File: config.mk
export PLATFORM = sky130hd
export DESIGN_NAME = cts_queue
export DESIGN_NICKNAME = d
export VERILOG_FILES = /design/src/design/cts_pkg.sv /design/src/design/cts_queue.sv
export SDC_FILE = /design/constraint.sdc
export NUM_CORES = 1
export LEC_CHECK = 0
export ABC_AREA = 1
export BUFFER_PORTS_ARGS = -buffer_cell sky130_fd_sc_hd__buf_2
export CAP_MARGIN = 25
export CORE_MARGIN = 2
export CORE_UTILIZATION = 45
export CTS_CLUSTER_SIZE = 16
export DETAILED_ROUTE_END_ITERATION = 16
export PLACE_DENSITY_LB_ADDON = 0.12
export REMOVE_ABC_BUFFERS = 1
export SLEW_MARGIN = 20
export SYNTH_ARGS = -nofsm -noshare
export SYNTH_HDL_FRONTEND = slang
export SYNTH_SLANG_ARGS = --single-unit
File: constraint.sdc
create_clock -name clock -period 7.7 [get_ports clock]
set_input_delay 2.31 -clock clock [delete_from_list [all_inputs] [get_ports clock]]
set_output_delay 2.31 -clock clock [all_outputs]
set_load 0.01 [all_outputs]
File: src/design/cts_pkg.sv
`timescale 1ns / 1ps
package cts_pkg;

   // Widths sized for the largest supported configuration
   localparam int LAYER_W = 4;
   localparam int COORD_W = 10;
   localparam int SPAN_W  = 11;
   localparam int CIDX_W  = 8;
   localparam int COFF_W  = 6;
   localparam int TILEV_W = 32;
   localparam int CALC_W  = 14;

   localparam logic [1:0] REQ_SET   = 2'd0;
   localparam logic [1:0] REQ_GET   = 2'd1;
   localparam logic [1:0] REQ_FILL  = 2'd2;
   localparam logic [1:0] REQ_CLEAR = 2'd3;

   localparam logic [1:0] CSR_MAP_WIDTH  = 2'd0;
   localparam logic [1:0] CSR_MAP_HEIGHT = 2'd1;
   localparam logic [1:0] CSR_LAYERS     = 2'd2;

   typedef enum logic [2:0] {
      OP_SET,
      OP_GET,
      OP_FILL,
      OP_CLEAR,
      OP_REJECT
   } op_type;

   typedef enum logic [2:0] {
      ST_SWEEP,
      ST_IDLE,
      ST_ISSUE,
      ST_UPDATE,
      ST_DONE
   } state_type;

   typedef struct packed {
      op_type               op;
      logic [LAYER_W-1:0]   layer;
      logic [COORD_W-1:0]   x0;
      logic [COORD_W-1:0]   y0;
      logic [SPAN_W-1:0]    cols;
      logic [SPAN_W-1:0]    rows;
      logic [CIDX_W-1:0]    cx;
      logic [CIDX_W-1:0]    cy;
      logic [COFF_W-1:0]    ox;
      logic [COFF_W-1:0]    oy;
      logic [TILEV_W-1:0]   tile;
   } cmd_type;

endpackage

File: src/design/cts_queue.sv
`timescale 1ns / 1ps
module cts_queue (
   input  logic             clock,
   input  logic             reset,
   input  logic             in_valid,
   output logic             in_ready,
   input  cts_pkg::cmd_type in_cmd,
   output logic             out_valid,
   input  logic             out_ready,
   output cts_pkg::cmd_type out_cmd
);

   cts_pkg::cmd_type entry_ff [2];
   logic       wr_ptr_ff, wr_ptr_in;
   logic       rd_ptr_ff, rd_ptr_in;
   logic [1:0] count_ff, count_in;
   logic       push, pop;

   assign in_ready  = (count_ff != 2'd2);
   assign out_valid = (count_ff != 2'd0);
   assign out_cmd   = entry_ff[rd_ptr_ff];
   assign push      = in_valid && in_ready;
   assign pop       = out_valid && out_ready;

   always_comb begin
      wr_ptr_in = push ? ~wr_ptr_ff : wr_ptr_ff;
      rd_ptr_in = pop ? ~rd_ptr_ff : rd_ptr_ff;
      count_in  = count_ff + {1'b0, push} - {1'b0, pop};
   end

   always_ff @(posedge clock) begin
      if (reset) begin
         wr_ptr_ff <= 1'b0;
         rd_ptr_ff <= 1'b0;
         count_ff  <= 2'd0;
      end else begin
         wr_ptr_ff <= wr_ptr_in;
         rd_ptr_ff <= rd_ptr_in;
         count_ff  <= count_in;
      end
   end

   always_ff @(posedge clock) begin
      if (push) begin
         entry_ff[wr_ptr_ff] <= in_cmd;
      end
   end

endmodule

==> results of run 1 <==
==> layout make-up <==
cell class | instances | area, sq um
Clock inverter | 16 | 150
Fill cell | 1390 | 7550
Sequential cell | 223 | 6650
Timing Repair Buffer | 227 | 1150
Inverter | 8 | 32.5
Clock buffer | 28 | 637
Multi-Input combinational cell | 133 | 1390
Tap cell | 229 | 287
==> flip-flops by register name, summed over array words and instances, names as in the netlist, named ones only <==
register,flops
wr_ptr_ff,1
count_ff,2
rd_ptr_ff,1
entry_ff,218
==> through the flow <==
step | instances | setup slack (ps)
4_1_cts | 864 | 2600
3_3_place_gp | 820 | 3160
6_report | 864 | 2670
2_1_floorplan | 364 | 206
3_5_place_dp | 820 | 3140
5_1_grt | 864 | 2530
==> cell families after synthesis <==
group / synth area share
simple gates: 0.00969
fa+ha+maj: 0.00308
buf+inv: 0.0134
mux: 0.156
compound gates: 0.00123
flops: 0.817
==> layer usage <==
| layer | vias to the layer above | wire [um] |
|---|---|---|
| li1 | 1952 | - |
| met1 | 2042 | 5590 |
| met2 | 150 | 7750 |
| met3 | 28 | 1280 |
| met4 | 0 | 369 |
| met5 | - | 0 |
==> path summary, 6_finish.rpt <==
kind / slack [ps] / start / endpoint / depth (start not counted)
max reg2reg: 5290 / count_ff[0] / entry_ff[1][0] / 5
min: 520 / rd_ptr_ff / rd_ptr_ff / 2
min reg2reg: 520 / rd_ptr_ff / rd_ptr_ff / 2
max: 2670 / flip-flop / out_cmd[49] / 3
==> critical path, cell delays in order, from the launching register on <==
cell and delay [ps]:
sky130_fd_sc_hd__dfxtp_4 760, sky130_fd_sc_hd__buf_4 770, sky130_fd_sc_hd__mux2_2 430, sky130_fd_sc_hd__buf_2 140
==> power groups by stage <==
stage | combinational [mW] | sequential (mW) | clock [mW]
2_1_floorplan | 0.436 | 1.66 | 0
3_3_place_gp | 0.719 | 1.62 | 0
3_5_place_dp | 0.729 | 1.63 | 0
4_1_cts | 0.734 | 1.61 | 1.16
5_1_grt | 0.782 | 1.62 | 1.21
6_report | 0.715 | 1.60 | 1.13
==> cells in the mapped netlist (all sizes together) <==
cell type / number / area [sq um]
nand2: 8 / 30.0
mux2: 109 / 1260
edfxtp: 218 / 6550
ha: 2 / 25.0
dfxtp: 5 / 100
inv: 8 / 30.0
buf: 12 / 78.8
nor2: 9 / 33.8
a21oi: 2 / 10.0
nand3: 3 / 15.0
==> cell usage in the layout (no fill, tap or decap) <==
| master | Yosys | final |
|---|---|---|
| sky130_fd_sc_hd__clkinv_2 | 0 | 6 |
| sky130_fd_sc_hd__mux2_2 | 99 | 99 |
| sky130_fd_sc_hd__buf_2 | 9 | 223 |
| sky130_fd_sc_hd__inv_4 | 0 | 1 |
| sky130_fd_sc_hd__bufinv_16 | 0 | 3 |
| sky130_fd_sc_hd__clkinv_1 | 0 | 6 |
| sky130_fd_sc_hd__nor2_4 | 0 | 1 |
| sky130_fd_sc_hd__clkbuf_16 | 0 | 25 |
| sky130_fd_sc_hd__dfxtp_1 | 5 | 4 |
| sky130_fd_sc_hd__ha_1 | 2 | 2 |
| sky130_fd_sc_hd__mux2_4 | 10 | 10 |
| sky130_fd_sc_hd__inv_1 | 8 | 7 |
| sky130_fd_sc_hd__dfxtp_4 | 0 | 1 |
| sky130_fd_sc_hd__buf_4 | 0 | 4 |
| sky130_fd_sc_hd__nor2_1 | 9 | 8 |
| sky130_fd_sc_hd__edfxtp_1 | 218 | 218 |
| sky130_fd_sc_hd__clkbuf_1 | 0 | 3 |
| sky130_fd_sc_hd__a21oi_1 | 2 | 2 |
| sky130_fd_sc_hd__clkinvlp_4 | 0 | 1 |
| sky130_fd_sc_hd__nand2_1 | 8 | 8 |
| sky130_fd_sc_hd__nand3_1 | 3 | 3 |
==> results.yml, run 1 <==
setup_path:
  cp.required_ps: 5390
  timing.critical_path.to_type: "output port"
  setup.worst_path.start_class: "flip-flop"
  crit_path_class: "flip-flop to output port"
  cp_data_arrival_time_ps: 2720
  worstPathMaxFanout: 65
clock_network:
  postCtsHoldBufs: 0
  insertion_delay_ps: 500
  h-tree-depth: 1
  cts_root_buffer: "sky130_fd_sc_hd__clkbuf_16"
  post-cts-setup-buffer-count: 0
  ctsLongestPathBuffers: 3
  cts_made_buffers: 24
  numClockSinks: 223
  cts_tree: "done"
  cts.repair.resized: 0
  clkSlewWorstSetupHoldPaths_ps: 60
pwr:
  power.switching_mw: 0.884
  pwr-share-comb: 0.208
  worst_vdd_rail_ir_drop_uv: 255
  power_mw: 3.45
  pwr-share-clk: 0.327
  cellInternalPower_mw: 2.56
  pwr-share-seq: 0.465
  power.density_nw_per_um2: 335
  p_leak_nw: 3.90
  p_sw_frac: 0.257
synth:
  synth.yosys.seq_area_share: 0.817
  number_of_instances_in_the_synthesized_netlist: 376
  synth.avg_cell_area_sq_um: 21.6
  ys_warn_count: 0
  yosysUniqueCellTypes: 12
  post_synth_instance_area_sq_um: 8130
  synth-seq-cells: 223
grt:
  grt_util_overall: 0.153
  gr-total-overflow: 0
  gr-usage-met3: 0.0547
  grt_max_degree: 66
  grt_pass1_vias: 4504
  first_pass_grt_wire_length_um: 23200
  globalRouteMet1Util: 0.167
  grtUsageMet2: 0.276
  busiest_layer: "met2"
  initial_antenna_violation_count: 0
placed_design:
  detailed_place.area_sq_um: 9500
  numPortBuffers: 223
  place.gp.congestion: 0.737
  detailedPlacementHpwl_um: 9690
sta:
  hold_viol_final: 0
  max_slew.worst_pin.slew_ps: 886
  fmax_ghz: 0.199
  worst_clock_skew_ps: 7.54
  final.hold.worst_slack_ps: 516
  min_period_over_period: 0.653
  min_period_ps: 5030
  final-setup-viol-count: 0
  rsz0062_at_grt: "no"
  setup_total_negative_slack_ps: 0
  max_slew_margin: 0.410
  pins_over_slew_limit: 0
floorplanning:
  ioPinCount: 224
  floorplan.die_area_sq_um: 19200
  initial_util: 0.456
  num_rows: 49
  die_y_um: 138
  placeableCoreArea_sq_um: 17800
  die_width_um: 138
drt:
  remaining_design_rule_violation_count: 0
  detail_route.first_pass.iterations: 4
  first_iter_violations: 178
  drtAntennaViolNets: 0
  vias: 4172
  finalWirelength_um: 15000
  wl_per_cell_um: 17.4
  viasPerCell: 4.83
final_layout:
  final_layout_size_suffix_gt1_frac: 0.589
  antenna_cells: 0
  stdcell_area_sq_um: 10300
  nNetsFinal: 732
  final_core_utilization: 0.577
  flow.area_growth_from_synthesis_pct: 26.5
hold_path:
  hold_path.class: "flip-flop to flip-flop"
outcome:
  run_status: "completed"
job:
  max_cap_viol_count: 0
(Power assumes the default switching activity.)
==> inputs of run 2 (changes only) <==
==> constraint.sdc (replaced) <==
create_clock -name clock -period 5.1 [get_ports clock]
set_input_delay 1.53 -clock clock [delete_from_list [all_inputs] [get_ports clock]]
set_output_delay 1.53 -clock clock [all_outputs]
set_load 0.01 [all_outputs]
==> results.yml, run 2 (synthesis gave the netlist of run 1 again) <==
outcome:
  run_status: "completed"
clock_network:
  post-cts-setup-buffer-count: 0
  cts.repair.resized: 0
  ctsLongestPathBuffers: 3
  cts_made_buffers: 23
  h-tree-depth: 1
  cts_tree: "done"
  postCtsHoldBufs: 0
  clkSlewWorstSetupHoldPaths_ps: 50
  insertion_delay_ps: 490
  cts_root_buffer: "sky130_fd_sc_hd__clkbuf_16"
  numClockSinks: 223
drt:
  wl_met3_um: 1320
  wl_per_cell_um: 17.4
  finalWirelength_um: 15000
  first_iter_violations: 183
  m1_wire_length_um: 5740
  route.met2.wl_um: 7610
  highest-signal-layer: "met5"
  vias: 4140
  drtAntennaViolNets: 0
  remaining_design_rule_violation_count: 0
  detail_route.first_pass.iterations: 4
  viasPerCell: 4.81
grt:
  grt_max_degree: 67
  grt_pass1_vias: 4375
  initial_antenna_violation_count: 2
  gr-total-overflow: 0
  grt_util_overall: 0.152
  first_pass_grt_wire_length_um: 22800
floorplanning:
  die_width_um: 138
  ioPinCount: 224
  die_y_um: 138
  num_rows: 49
  initial_util: 0.456
  placeableCoreArea_sq_um: 17800
  floorplan.die_area_sq_um: 19200
final_layout:
  final_core_utilization: 0.572
  layout_commonest_cell: "sky130_fd_sc_hd__buf_2"
  flow.area_growth_from_synthesis_pct: 25.4
  final_layout_size_suffix_gt1_frac: 0.578
  layout.cells.most_common_list: "223 x sky130_fd_sc_hd__buf_2, 218 x sky130_fd_sc_hd__edfxtp_1, 99 x sky130_fd_sc_hd__mux2_2"
  seqCellArea_sq_um: 6650
  largest_register_ff_count: 218
  multi_input_comb_area_sq_um: 1390
  registers.top_by_ff_count: "entry_ff"
  nNetsFinal: 731
  reg.largest.list: "entry_ff (218), count_ff (2)"
  stdcell_area_sq_um: 10200
  layout.filler_cells: 1416
setup_path:
  cp_data_arrival_time_ps: 2240
  worst_r2r_path_depth: 5
  timing.critical_path.to_type: "output port"
  cp.required_ps: 3570
  timing.rr.end: "entry_ff[0][67]"
  worstPathMaxFanout: 66
  crit_path_class: "flip-flop to output port"
  setup.worst_path.start_class: "flip-flop"
  critPathSlowestCell: "sky130_fd_sc_hd__dfxtp_4"
  regToRegSetupSlack_ps: 2990
  critical_path.max_stage_delay_ps: 740
  worstPathCellList: "buf_12 > mux2_2 > buf_2"
  critical_path.reg2reg.startpoint: "count_ff[0]"
hold_path:
  hold_path_end: "rd_ptr_ff"
  worstHoldStart: "rd_ptr_ff"
  holdPathStages: 2
  hold_path.class: "flip-flop to flip-flop"
sta:
  rsz0062_at_grt: "no"
  min_period_over_period: 0.739
  hold_viol_final: 0
  max_slew.worst_pin.slew_ps: 687
  pins_over_slew_limit: 0
  min_period_ps: 3770
  setup_total_negative_slack_ps: 0
  worst_clock_skew_ps: 9.41
  final-setup-viol-count: 0
  fmax_ghz: 0.265
  max_slew_margin: 0.542
pwr:
  power_mw: 4.98
  pwr-share-clk: 0.295
  pwr-share-seq: 0.486
  p_sw_frac: 0.257
  power.density_nw_per_um2: 488
  worst_vdd_rail_ir_drop_uv: 287
  pwr-share-comb: 0.219
  cellInternalPower_mw: 3.69
  p_leak_nw: 3.83
  power.switching_mw: 1.28
job:
  max_cap_viol_count: 0
placed_design:
  detailed_place.area_sq_um: 9540
  detailedPlacementHpwl_um: 9790
  place.gp.congestion: 0.734
  numPortBuffers: 223
run 2: cell count changes in the layout (fill, tap and decap cells not counted), moves of 3 or more:
cell                        before  now
sky130_fd_sc_hd__buf_12          0    3
sky130_fd_sc_hd__bufinv_16       3    0
sky130_fd_sc_hd__buf_4           4    1
sky130_fd_sc_hd__clkbuf_1        3   11
sky130_fd_sc_hd__clkinv_2        6    0
sky130_fd_sc_hd__clkinv_1        6    3
run 2: critical path, delay by kind of cell, from the launching register on:
family | cells | cell delay (ps)
buf+inv | 2 | 520
flops | 1 | 740
mux | 1 | 400
run 2: how the worst max path moves through the flow:
| stage | depth (start not counted) | start | slack, ps | end |
|---|---|---|---|---|
| final | 3 | flip-flop | 1330 | out_cmd[82] |
| after CTS | 3 | flip-flop | 1260 | out_cmd[34] |
| after global placement | 3 | flip-flop | 1820 | out_cmd[82] |
| after floorplan | 2 | in_valid | -1610 | entry_ff[0][0] |
| after detailed placement | 3 | flip-flop | 1790 | out_cmd[34] |
| after global routing | 3 | flip-flop | 1180 | out_cmd[20] |
run 2: power by group through the flow:
stage                     combinational (mW)  clock (mW)  sequential [mW]
after floorplan                        0.658           0             2.50
after global placement                  1.10           0             2.45
after detailed placement                1.11           0             2.46
after CTS                               1.12        1.52             2.43
after global routing                    1.18        1.59             2.45
final                                   1.09        1.47             2.42
run 2: final cells by class:
cell class	count	area share
Sequential cell	223	0.652
Multi-Input combinational cell	133	0.136
Clock buffer	36	0.0632
Timing Repair Buffer	227	0.116
Antenna cell	1	0.000245
Clock inverter	3	0.00110
Inverter	8	0.00319
Tap cell	229	0.0281
run 2: per-layer routing:
metal	global-route usage	vias to the layer above
met2	0.261	145
met1	0.184	2011
met4	0.0489	2
met5	0	-
li1	-	1955
met3	0.0471	27
run 2: per-stage QoR:
step / cells / setup slack [ps] / hold slack [ps]
after global routing: 859 / 1180 / 562
after floorplan: 364 / -1610 / 467
final: 860 / 1330 / 508
after global placement: 820 / 1820 / 490
after CTS: 859 / 1260 / 515
after detailed placement: 820 / 1790 / 502
