## src/design/cts_pkg.sv

```systemverilog
`timescale 1ns / 1ps
package cts_pkg;

   // Widths sized for the largest supported configuration
   localparam int LAYER_W = 4;
   localparam int COORD_W = 10;
   localparam int SPAN_W  = 11;
   localparam int CIDX_W  = 8;
   localparam int COFF_W  = 6;
   localparam int TILEV_W = 32;
   localparam int CALC_W  = 14;

   localparam logic [1:0] REQ_SET   = 2'd0;
   localparam logic [1:0] REQ_GET   = 2'd1;
   localparam logic [1:0] REQ_FILL  = 2'd2;
   localparam logic [1:0] REQ_CLEAR = 2'd3;

   localparam logic [1:0] CSR_MAP_WIDTH  = 2'd0;
   localparam logic [1:0] CSR_MAP_HEIGHT = 2'd1;
   localparam logic [1:0] CSR_LAYERS     = 2'd2;

   typedef enum logic [2:0] {
      OP_SET,
      OP_GET,
      OP_FILL,
      OP_CLEAR,
      OP_REJECT
   } op_type;

   typedef enum logic [2:0] {
      ST_SWEEP,
      ST_IDLE,
      ST_ISSUE,
      ST_UPDATE,
      ST_DONE
   } state_type;

   typedef struct packed {
      op_type               op;
      logic [LAYER_W-1:0]   layer;
      logic [COORD_W-1:0]   x0;
      logic [COORD_W-1:0]   y0;
      logic [SPAN_W-1:0]    cols;
      logic [SPAN_W-1:0]    rows;
      logic [CIDX_W-1:0]    cx;
      logic [CIDX_W-1:0]    cy;
      logic [COFF_W-1:0]    ox;
      logic [COFF_W-1:0]    oy;
      logic [TILEV_W-1:0]   tile;
   } cmd_type;

endpackage

```

## src/design/cts_front.sv

```systemverilog
`timescale 1ns / 1ps
module cts_front #(
   parameter int MAX_LAYERS  = 4,
   parameter int CHUNK_DIM   = 32,
   parameter int MAP_DIM_MAX = 128,
   parameter int TILE_BITS   = 16
) (
   input  logic                  clock,
   input  logic                  reset,
   input  logic                  csr_valid,
   output logic                  csr_ready,
   input  logic [1:0]            csr_index,
   input  logic [7:0]            csr_wdata,
   input  logic                  req_valid,
   output logic                  req_ready,
   input  logic [1:0]            req_type,
   input  logic [2:0]            req_layer_index,
   input  logic signed [10:0]    req_pos_x,
   input  logic signed [10:0]    req_pos_y,
   input  logic [10:0]           req_fill_width,
   input  logic [10:0]           req_fill_height,
   input  logic [TILE_BITS-1:0]  req_tile_value,
   input  logic                  init_done,
   output logic                  push_valid,
   input  logic                  push_ready,
   output cts_pkg::cmd_type      push_cmd
);

   localparam int CHUNKS_SIDE = (MAP_DIM_MAX + CHUNK_DIM - 1) / CHUNK_DIM;
   localparam int CW = cts_pkg::CALC_W;

   logic [7:0] map_width_ff, map_width_in;
   logic [7:0] map_height_ff, map_height_in;
   logic [2:0] layers_ff, layers_in;

   assign csr_ready  = 1'b1;
   assign req_ready  = init_done && push_ready;
   assign push_valid = req_valid && init_done;

   always_comb begin
      map_width_in  = map_width_ff;
      map_height_in = map_height_ff;
      layers_in     = layers_ff;
      if (csr_valid) begin
         case (csr_index)
            cts_pkg::CSR_MAP_WIDTH:  map_width_in  = csr_wdata;
            cts_pkg::CSR_MAP_HEIGHT: map_height_in = csr_wdata;
            cts_pkg::CSR_LAYERS:     layers_in     = csr_wdata[2:0];
            default: ;
         endcase
      end
   end

   always_ff @(posedge clock) begin
      if (reset) begin
         map_width_ff  <= 8'd128;
         map_height_ff <= 8'd128;
         layers_ff     <= 3'd0;
      end else begin
         map_width_ff  <= map_width_in;
         map_height_ff <= map_height_in;
         layers_ff     <= layers_in;
      end
   end

   always_comb begin
      logic signed [CW-1:0] mw, mh, xs, ys, xe, ye, x0, y0, x1, y1;
      logic [4:0]           lay_lim;
      logic                 layer_ok, in_map, nonempty;
      logic [cts_pkg::COORD_W-1:0] x0u, y0u;
      logic [cts_pkg::CIDX_W-1:0]  cx, cy;

      mw = (int'(map_width_ff) > MAP_DIM_MAX) ? CW'(MAP_DIM_MAX) : CW'(map_width_ff);
      mh = (int'(map_height_ff) > MAP_DIM_MAX) ? CW'(MAP_DIM_MAX) : CW'(map_height_ff);
      xs = CW'(req_pos_x);
      ys = CW'(req_pos_y);
      xe = xs + $signed({3'b000, req_fill_width});
      ye = ys + $signed({3'b000, req_fill_height});
      x0 = (xs < 0) ? '0 : xs;
      y0 = (ys < 0) ? '0 : ys;
      x1 = (xe > mw) ? mw : xe;
      y1 = (ye > mh) ? mh : ye;

      lay_lim  = (int'(layers_ff) > MAX_LAYERS) ? 5'(MAX_LAYERS) : {2'b00, layers_ff};
      layer_ok = ({2'b00, req_layer_index} < lay_lim);
      in_map   = (xs >= 0) && (ys >= 0) && (xs < mw) && (ys < mh);
      nonempty = (x1 > x0) && (y1 > y0);

      x0u = x0[cts_pkg::COORD_W-1:0];
      y0u = y0[cts_pkg::COORD_W-1:0];

      // chunk coordinates of the start tile
      cx = '0;
      cy = '0;
      for (int k = 1; k < CHUNKS_SIDE; k++) begin
         if (int'(x0u) >= k * CHUNK_DIM) cx = cts_pkg::CIDX_W'(k);
         if (int'(y0u) >= k * CHUNK_DIM) cy = cts_pkg::CIDX_W'(k);
      end

      push_cmd.layer = {1'b0, req_layer_index};
      push_cmd.x0    = x0u;
      push_cmd.y0    = y0u;
      push_cmd.cols  = cts_pkg::SPAN_W'(x1 - x0);
      push_cmd.rows  = cts_pkg::SPAN_W'(y1 - y0);
      push_cmd.cx    = cx;
      push_cmd.cy    = cy;
      push_cmd.ox    = cts_pkg::COFF_W'(int'(x0u) - int'(cx) * CHUNK_DIM);
      push_cmd.oy    = cts_pkg::COFF_W'(int'(y0u) - int'(cy) * CHUNK_DIM);
      push_cmd.tile  = cts_pkg::TILEV_W'(req_tile_value);

      case (req_type)
         cts_pkg::REQ_SET:   push_cmd.op = (layer_ok && in_map) ? cts_pkg::OP_SET
                                                                : cts_pkg::OP_REJECT;
         cts_pkg::REQ_GET:   push_cmd.op = (layer_ok && in_map) ? cts_pkg::OP_GET
                                                                : cts_pkg::OP_REJECT;
         cts_pkg::REQ_FILL:  push_cmd.op = (layer_ok && nonempty) ? cts_pkg::OP_FILL
                                                                  : cts_pkg::OP_REJECT;
         cts_pkg::REQ_CLEAR: push_cmd.op = layer_ok ? cts_pkg::OP_CLEAR : cts_pkg::OP_REJECT;
         default:            push_cmd.op = cts_pkg::OP_REJECT;
      endcase
   end

endmodule

```

## config.mk

```make
export PLATFORM = sky130hd
export DESIGN_NAME = cts_front
export DESIGN_NICKNAME = d
export VERILOG_FILES = /design/src/design/cts_pkg.sv /design/src/design/cts_front.sv
export SDC_FILE = /design/constraint.sdc
export NUM_CORES = 1
export LEC_CHECK = 0
export ABC_AREA = 0
export BUFFER_PORTS_ARGS = -buffer_cell sky130_fd_sc_hd__buf_2
export CAP_MARGIN = 15
export CORE_MARGIN = 2
export CORE_UTILIZATION = 45
export CTS_BUF_LIST = sky130_fd_sc_hd__clkbuf_8
export DETAILED_ROUTE_END_ITERATION = 7
export PLACE_DENSITY = 0.84
export SLEW_MARGIN = 20
export SYNTH_ARGS = -nofsm -noshare
export SYNTH_HDL_FRONTEND = slang
export SYNTH_SLANG_ARGS = --single-unit
```

## constraint.sdc

```tcl
create_clock -name clock -period 10.2 [get_ports clock]
set_clock_uncertainty 0.2 [all_clocks]
set_input_delay 2.04 -clock clock [delete_from_list [all_inputs] [get_ports clock]]
set_output_delay 2.04 -clock clock [all_outputs]
set_load 0.01 [all_outputs]
```

==> results of run 1 <==
-- through the flow --
step	utilization, %	hold slack [ps]	cell area, um^2
final	50.9	294	5230
after global routing	50.9	331	5230
after CTS	50.9	294	5230
after detailed placement	50.4	276	5180
after global placement	50.4	269	5180
after floorplan	-	252	4850
-- area by class of cell --
class | instances | area (um^2) | share of cell area, %
Antenna cell | 1 | 2.50 | 0.0478
Clock buffer | 3 | 41.3 | 0.789
Clock inverter | 1 | 3.75 | 0.0718
Inverter | 62 | 233 | 4.45
Multi-Input combinational cell | 491 | 3740 | 71.5
Sequential cell | 19 | 380 | 7.27
Tap cell | 136 | 170 | 3.25
Timing Repair Buffer | 131 | 658 | 12.6
-- routing by layer --
layer / up-vias / global-route usage (%) / share of wire (%)
li1: 2254 / - / -
met1: 1997 / 28.3 / 46
met2: 183 / 32.8 / 46
met3: 14 / 2.19 / 7.1
met4: 0 / 3.99 / 1.2
met5: - / 0 / 0
-- state kept, by name (all words and copies together) (netlist names) --
signal,flops
layers_ff,3
map_width_ff,8
map_height_ff,8
-- synthesized netlist by cell type, types with 15 or more instances --
| master | instances |
|---|---|
| nor2b_1 | 26 |
| nand2_1 | 28 |
| buf_4 | 59 |
| a21oi_1 | 28 |
| nor2_1 | 48 |
| o21ai_0 | 21 |
| mux2i_1 | 22 |
| nor3_1 | 15 |
| ha_1 | 76 |
| xnor2_1 | 18 |
| dfxtp_1 | 19 |
| nand2b_1 | 24 |
| inv_1 | 61 |
-- power by group through the flow --
| stage | combinational [mW] | sequential [mW] | clock, mW |
|---|---|---|---|
| 4_1_cts | 0.446 | 0.0790 | 0.0526 |
| 3_3_place_gp | 0.437 | 0.0806 | 0 |
| 2_1_floorplan | 0.332 | 0.0798 | 0 |
| 6_report | 0.447 | 0.0789 | 0.0508 |
| 3_5_place_dp | 0.444 | 0.0807 | 0 |
| 5_1_grt | 0.494 | 0.0793 | 0.0545 |
-- critical path, stage by stage --
cell and delay [ps]:
buf_2 100, ha_1 170, inv_1 60, fa_1 390
and2b_4 290, o2111ai_4 150, nand2_1 140, xor2_1 210
ha_1 270, nand3_1 130, a21oi_1 70, a211oi_1 230
o21ai_1 110, o41a_1 620, mux2i_1 200, ha_1 240
fa_1 420, nor2b_1 120, o21ai_0 150, a21o_1 240
a31oi_1 250, o211ai_1 130, o31ai_1 310, nor2_1 80
buf_2 150
-- how the worst max path moves through the flow --
stage / startpoint / end / cells after the start
after floorplan: req_pos_x[0] / push_cmd[108] / 24
after global placement: req_pos_y[0] / push_cmd[108] / 24
after detailed placement: req_pos_y[0] / push_cmd[108] / 26
after CTS: req_pos_y[0] / push_cmd[108] / 26
after global routing: req_pos_y[0] / push_cmd[69] / 24
final: req_pos_y[0] / push_cmd[108] / 25
-- logic make-up after synthesis --
kind of cell | Yosys count
AOI/OAI and AO/OA | 119
DFF | 19
xor gates and xnor gates | 31
and+or+nand+nor | 195
muxes | 36
other | 2
buffers and inverters | 132
adders and majority gates | 80
==> flow_summary.yaml, run 1 <==
place:
  hpwl_um: 10300
  gp_congestion: 0.950
  dp_cells: 839
  port_buffers: 130
  place_ws_ps: 766
worst_setup_path:
  start_kind: "input port"
  r2r_cells: 4
  arrival_ps: 7260
  reg2reg_slack_ps: 9010
  worst_r2r_endpoint: "map_height_ff[7]$_SDFFE_PP1P_"
  critPathMaxFanout: 9
  r2r-start: "map_height_ff[7]$_SDFFE_PP1P_"
  end_kind: "primary output"
  critical_path_class: "input port to primary output"
  worstPathRequired_ps: 7960
clock_network:
  clockBufferDepth: 2
  cts_htree_levels: 1
  cts_setup_buffers: 0
  cts_buffers: 3
  cts_root_buffer: "clkbuf_8"
  cts_tree: "done"
  clock_latency_ps: 250
  cts_hold_buf: 0
  clk_pin_slew_ps: 70
  clkSinkCount: 19
  cts-resized-gates: 0
synthesis:
  synth.top_cell.area_share_pct: 20.0
  yosysTopAreaCell: "ha_1"
  synth-adder-area-share_pct: 21.7
  synthesis.area_um2: 4740
  seq_area_frac_synth_pct: 8.02
  avgSynthCellArea_um2: 7.73
  synthMuxAreaShare_pct: 9.07
  synthDistinctLibCells: 67
  yosysWarnings: 0
  synthXorXnorAreaFrac_pct: 5.88
  syn_inst: 614
  synth_compound_area_share_pct: 18.1
  synth-simple-area-share_pct: 21.7
  async_flop_share_pct: 0
  synthTopCellsByArea: "ha_1 (20%), buf_4 (9.3%), dfxtp_1 (8.0%), inv_1 (4.8%), mux2i_1 (4.6%)"
  synthFlopType: "dfxtp_1"
  synth-seq-cells: 19
  synth_edf_count: 0
  synth_top_family_by_area: "simple AND/OR/NAND/NOR gates"
sta:
  layout_min_cycle_time_ps: 9500
  post-route-period-util_pct: 93.2
  worst_pin_slew_ps: 625
  final-setup-viol-count: 0
  timing.setup.tns_ps: 0
  rsz0062_at_grt: "false"
  max_freq_mhz: 105
  setup_slack_ps: 696
  hold_violations: 0
  relSlewSlack_pct: 58.3
  maxSlewViolCount: 0
power:
  power.share.clock_pct: 8.8
  vdd_drop_max_v: 0.000105
  pwr-share-comb_pct: 77.5
  swShare_pct: 47.8
  p_int_mw: 0.301
  p_seq_share_pct: 13.7
  p_leak_nw: 2.71
  p_sw_mw: 0.275
  power_density_nw_per_um2: 110
  power_mw: 0.576
die:
  die_x_um: 107
  boundaryPins: 193
  die_area_um2: 11400
  die_y_um: 107
  core_um2: 10300
  row_count: 37
  start_util_pct: 46.2
global_route:
  grt_pass1_vias: 4035
  overflow: 0
  grt_use_total_pct: 20.0
  grt_pass1_wl_um: 19000
  antenna_found_initial: 1
  grt_max_degree: 21
min_path:
  hold_class: "flop to flop"
  min-delay-start: "layers_ff[0]$_SDFFE_PP0P_"
  hold_end: "layers_ff[0]$_SDFFE_PP0P_"
  worstHoldPathCells: 2
detailed_routing:
  route.detailed.drc: 0
  wl_um: 11900
  drt_iter0_drc: 204
  dr_total_vias: 4448
  wl_per_cell_um: 14.1
  ant_nets: 0
  first_pass_iters: 5
  via_per_inst: 5.27
job:
  max_cap_viol_count: 0
layout:
  mostFrequentLayoutCell: "buf_2"
  final_nets: 869
  layout-drive-gt1-share_pct: 23.6
  final_cell_mix: "buf_2 (130), ha_1 (76), inv_1 (62), nor2_1 (48), conb_1 (30)"
  fin_cells: 844
  fillers: 1017
  area_delta_synth_final_pct: 10.3
run_status:
  outcome: "finished, final reports clean"
Note: power is estimated with default switching activity, not from simulation.
==> run 2, diff against run 1 <==
Settings changed: PLACE_DENSITY 0.84 to 0.75.
==> run 2 against run 1 <==
Count of clock-buffer cells in the layout unchanged. Clock power is 4.1% higher. Critical path depth up 1. Sequential share of layout area about the same. Design area barely moved.
==> flow_summary.yaml, run 2 (synthesized netlist as in run 1, its figures left out) <==
die:
  start_util_pct: 46.2
  die_x_um: 107
  core_um2: 10300
  row_count: 37
  die_area_um2: 11400
  boundaryPins: 193
  die_y_um: 107
clock_network:
  clkSinkCount: 19
  cts_htree_levels: 1
  cts_tree: "done"
  cts_hold_buf: 0
  cts_buffers: 3
  cts_root_buffer: "clkbuf_8"
  clk_pin_slew_ps: 70
  clockBufferDepth: 2
  clock_latency_ps: 250
  cts_setup_buffers: 0
  cts-resized-gates: 0
layout:
  fillers: 1043
  area_delta_synth_final_pct: 10.3
  antennaDiodeCount: 0
  utilization_pct: 50.9
  mostFrequentLayoutCell: "buf_2"
  largestRegisters: "map_height_ff: 8 flops, map_width_ff: 8 flops, layers_ff: 3 flops"
  layout-drive-gt1-share_pct: 23.8
  final_cell_mix: "buf_2 (130), ha_1 (76), inv_1 (61), nor2_1 (48), conb_1 (30)"
  final_nets: 869
job:
  max_cap_viol_count: 0
sta:
  max_freq_mhz: 104
  fin_worst_hold_slack_ps: 294
  hold_violations: 0
  maxSlewViolCount: 0
  setup_slack_ps: 567
  worst_pin_slew_ps: 671
  layout_min_cycle_time_ps: 9630
  final-setup-viol-count: 0
  relSlewSlack_pct: 55.3
  post-route-period-util_pct: 94.4
  rsz0062_at_grt: "false"
  timing.setup.tns_ps: 0
detailed_routing:
  route.detailed.drc: 0
  wl_um: 12500
  via_per_inst: 5.30
  drt_iter0_drc: 159
  first_pass_iters: 4
  dr_total_vias: 4471
  ant_nets: 0
  wl_per_cell_um: 14.9
global_route:
  grt_pass1_vias: 4374
  grt_use_total_pct: 21.3
  overflow: 0
  grt_pass1_wl_um: 20100
  antenna_found_initial: 0
  grt_max_degree: 21
run_status:
  outcome: "finished, final reports clean"
place:
  hpwl_um: 10900
  place_ws_ps: 583
  port_buffers: 130
  gp_congestion: 0.945
worst_setup_path:
  critPathMaxFanout: 9
  start_kind: "input port"
  arrival_ps: 7390
  end_kind: "primary output"
  critical_path_class: "input port to primary output"
  worstPathRequired_ps: 7960
min_path:
  hold_class: "flop to flop"
power:
  vdd_drop_max_v: 0.0000873
  power_mw: 0.589
  power_density_nw_per_um2: 113
  p_leak_nw: 2.71
-- run 2: cell types whose count changed in the layout (fill, tap and decap cells not counted) --
| cell | change |
|---|---|
| clkinv_2 | +1 |
| diode_2 | -1 |
| inv_1 | -1 |
-- run 2: area by class of cell --
type                       instances  area [um^2]  share of cell area [%]
inverter                          62          233                    4.45
clock inverter                     1         5.00                  0.0957
timing repair buffer             131          658                    12.6
clock buffer                       3         41.3                   0.789
tap                              136          170                    3.25
multi-input combinational        491         3740                    71.6
sequential                        19          380                    7.27
-- run 2: where the power goes --
| part | internal (mW) | switching (mW) |
|---|---|---|
| logic | 0.198 | 0.259 |
| registers | 0.0768 | 0.00228 |
| clock network | 0.0272 | 0.0257 |
| total | 0.302 | 0.287 |
-- run 2: final timing paths --
kind / depth (start not counted) / end / slack (ps) / start
max: 26 / push_cmd[108] / 570 / req_pos_y[0]
min: 2 / map_width_ff[3]$_SDFFE_PP0P_ / 290 / map_width_ff[3]$_SDFFE_PP0P_
max reg2reg: 3 / map_width_ff[7]$_SDFFE_PP1P_ / 8930 / map_width_ff[7]$_SDFFE_PP1P_
min reg2reg: 2 / map_width_ff[3]$_SDFFE_PP0P_ / 290 / map_width_ff[3]$_SDFFE_PP0P_
-- run 2: per-stage QoR --
stage / cell area [um^2] / cells
floorplan: 4850 / 642
global route: 5230 / 843
global placement: 5180 / 839
CTS: 5230 / 843
finish: 5230 / 843
detailed placement: 5180 / 839
-- run 2: routing by layer --
layer  GRT usage [%]  vias up  wire length, um
met5               0        -                0
met3            2.25       22              678
met1            26.8     2072             5610
met4            4.55        0              160
li1                -     2248                -
met2            39.2      129             6090
-- run 2: critical path, cell delays in order --
cell	delay, ps
buf_2	100
ha_1	160
inv_1	60
fa_1	400
and2b_4	290
o21a_1	110
nor2_1	50
xnor2_1	210
ha_1	290
nand3_1	110
o21bai_1	130
a21oi_1	100
a211oi_1	230
o21ai_1	110
o41a_1	640
mux2i_1	220
ha_1	250
fa_1	420
nor2b_1	130
o21ai_0	140
a21o_1	250
a31oi_1	290
o211ai_1	140
o31ai_1	300
nor2_1	80
buf_2	150
==> run 3, diff against run 2 <==
==> constraint.sdc (replaced) <==
create_clock -name clock -period 12 [get_ports clock]
set_clock_uncertainty 0.2 [all_clocks]
set_input_delay 2.4 -clock clock [delete_from_list [all_inputs] [get_ports clock]]
set_output_delay 2.4 -clock clock [all_outputs]
set_load 0.1 [all_outputs]
==> run 3 against run 2 <==
Die area did not move. Clock power fell by 18%. Global-route usage fell by 0.51 points. Sequential share of layout area barely moved. First-iteration DRC count rose by 11%. Worst setup slack improved by 920 ps. Critical path depth fell by 4. Wire length fell by 0.88%. Critical endpoint is now push_cmd[69]. Largest power group unchanged.
==> flow_summary.yaml, run 3 (synthesized netlist as in run 1, its figures left out) <==
run_status:
  outcome: "finished, final reports clean"
global_route:
  grt_max_degree: 21
  overflow: 0
  grt_pass1_vias: 4252
  antenna_found_initial: 0
  grt_use_total_pct: 20.8
  grt_pass1_wl_um: 19600
clock_network:
  cts_hold_buf: 0
  clockBufferDepth: 2
  clkSinkCount: 19
  cts_setup_buffers: 0
  cts_tree: "done"
  clock_latency_ps: 250
  cts_buffers: 3
  cts_root_buffer: "clkbuf_8"
  cts-resized-gates: 0
  cts_htree_levels: 1
  clk_pin_slew_ps: 70
layout:
  largestRegisters: "map_height_ff: 8 flops, map_width_ff: 8 flops, layers_ff: 3 flops"
  mostFrequentLayoutCell: "buf_2"
  seq_area_um2: 380
  fillers: 1026
  multiInputGateArea_um2: 3750
  final_cell_mix: "buf_2 (130), ha_1 (76), inv_1 (62), nor2_1 (48), conb_1 (30)"
  area_delta_synth_final_pct: 10.3
  layout-drive-gt1-share_pct: 23.8
  final_nets: 869
  utilization_pct: 50.9
  antennaDiodeCount: 0
die:
  die_x_um: 107
  boundaryPins: 193
  row_count: 37
  die_area_um2: 11400
  start_util_pct: 46.2
  die_y_um: 107
  core_um2: 10300
sta:
  final-setup-viol-count: 0
  max_freq_mhz: 95.1
  relSlewSlack_pct: 56.9
  maxSlewViolCount: 0
  worst_pin_slew_ps: 646
  setup_slack_ps: 1480
  timing.setup.tns_ps: 0
  rsz0062_at_grt: "false"
  hold_violations: 0
  layout_min_cycle_time_ps: 10520
  post-route-period-util_pct: 87.6
detailed_routing:
  drt_iter0_drc: 176
  via_per_inst: 5.36
  first_pass_iters: 4
  route.detailed.drc: 0
  ant_nets: 0
  dr_total_vias: 4522
  wl_per_cell_um: 14.7
  wl_um: 12400
job:
  max_cap_viol_count: 0
worst_setup_path:
  r2r-start: "map_height_ff[7]$_SDFFE_PP1P_"
  slowest_delay_ps: 630
  r2r_cells: 4
  worst_r2r_endpoint: "map_height_ff[7]$_SDFFE_PP1P_"
  reg2reg_slack_ps: 10750
  cp_top_family: "compound AO/OA/AOI/OAI gates"
  arrival_ps: 7920
  end_kind: "primary output"
  worstPathRequired_ps: 9400
  cpMostUsedCell: "ha_1"
  path_buf_inv: 3
  path_cells: "buf_2 -> ha_1 -> inv_1 -> fa_1 -> and2b_4 -> o2111ai_4 -> nand2_1 -> xor2_1 -> ha_1 -> a21o_1 -> a211oi_1 -> o21ai_1 -> o41a_1 -> mux2_4 -> ha_1 -> o21ai_0 -> a21boi_0 -> o21ai_0 -> nand2b_1 -> a31oi_1 -> o311ai_1 -> buf_2"
  path_depth: 22
  critPathLaunch: "req_pos_y[0]"
  critical_path_class: "input port to primary output"
  critPathMaxFanout: 9
  cpMaxStageDelayCell: "o41a_1"
  start_kind: "input port"
  cp-endpoint: "push_cmd[69]"
power:
  vdd_drop_max_v: 0.000149
  p_leak_nw: 2.72
  power_density_nw_per_um2: 164
place:
  place_ws_ps: 1560
  port_buffers: 130
  hpwl_um: 10900
  gp_congestion: 0.952
min_path:
  hold_class: "flop to flop"
run 3: worst register-to-register path: cells and delay by family, from the launching register on:
kind                   cells  cell delay [ps]
AOI/OAI and AO/OA          1              100
buffers and inverters      1              170
DFF                        1              540
and+or+nand+nor            2              190
run 3: where the power goes:
group | internal, mW | switching, mW
Clock | 0.0227 | 0.0206
Combinational | 0.169 | 0.578
Sequential | 0.0653 | 0.00195
Total | 0.257 | 0.601
run 3: through the flow:
step           total power [mW]  hold slack [ps]  std cells  cell area [um^2]
6_report                  0.857              304        843              5230
5_1_grt                   0.900              336        843              5230
2_1_floorplan             0.733              252        642              4850
4_1_cts                   0.857              304        843              5230
3_3_place_gp              0.804              268        839              5190
3_5_place_dp              0.813              276        839              5190
run 3: worst min-delay path by stage:
stage	from	end	slack, ps	cells after the start
floorplan	map_width_ff[2]$_SDFFE_PP0P_	map_width_ff[2]$_SDFFE_PP0P_	250	2
global placement	map_width_ff[6]$_SDFFE_PP0P_	map_width_ff[6]$_SDFFE_PP0P_	270	2
detailed placement	map_height_ff[2]$_SDFFE_PP0P_	map_height_ff[2]$_SDFFE_PP0P_	280	2
CTS	map_height_ff[5]$_SDFFE_PP0P_	map_height_ff[5]$_SDFFE_PP0P_	300	2
global route	map_height_ff[5]$_SDFFE_PP0P_	map_height_ff[5]$_SDFFE_PP0P_	340	2
finish	layers_ff[1]$_SDFFE_PP0P_	layers_ff[1]$_SDFFE_PP0P_	300	2
run 3: per-layer routing:
metal | part of all wire (%) | up-vias | track usage [%]
met5 | 0 | - | 0
met4 | 2.8 | 0 | 6.12
met3 | 6.2 | 29 | 1.22
met2 | 45 | 172 | 36.3
met1 | 46 | 2065 | 27.7
li1 | - | 2256 | -
run 3: layout make-up:
cell class / instances / area share [%]
clock buffers: 3 / 0.789
clock inverters: 1 / 0.0717
inverters: 62 / 4.45
multi-input cells: 491 / 71.6
flip-flops and latches: 19 / 7.27
well taps: 136 / 3.25
repair buffers: 131 / 12.6
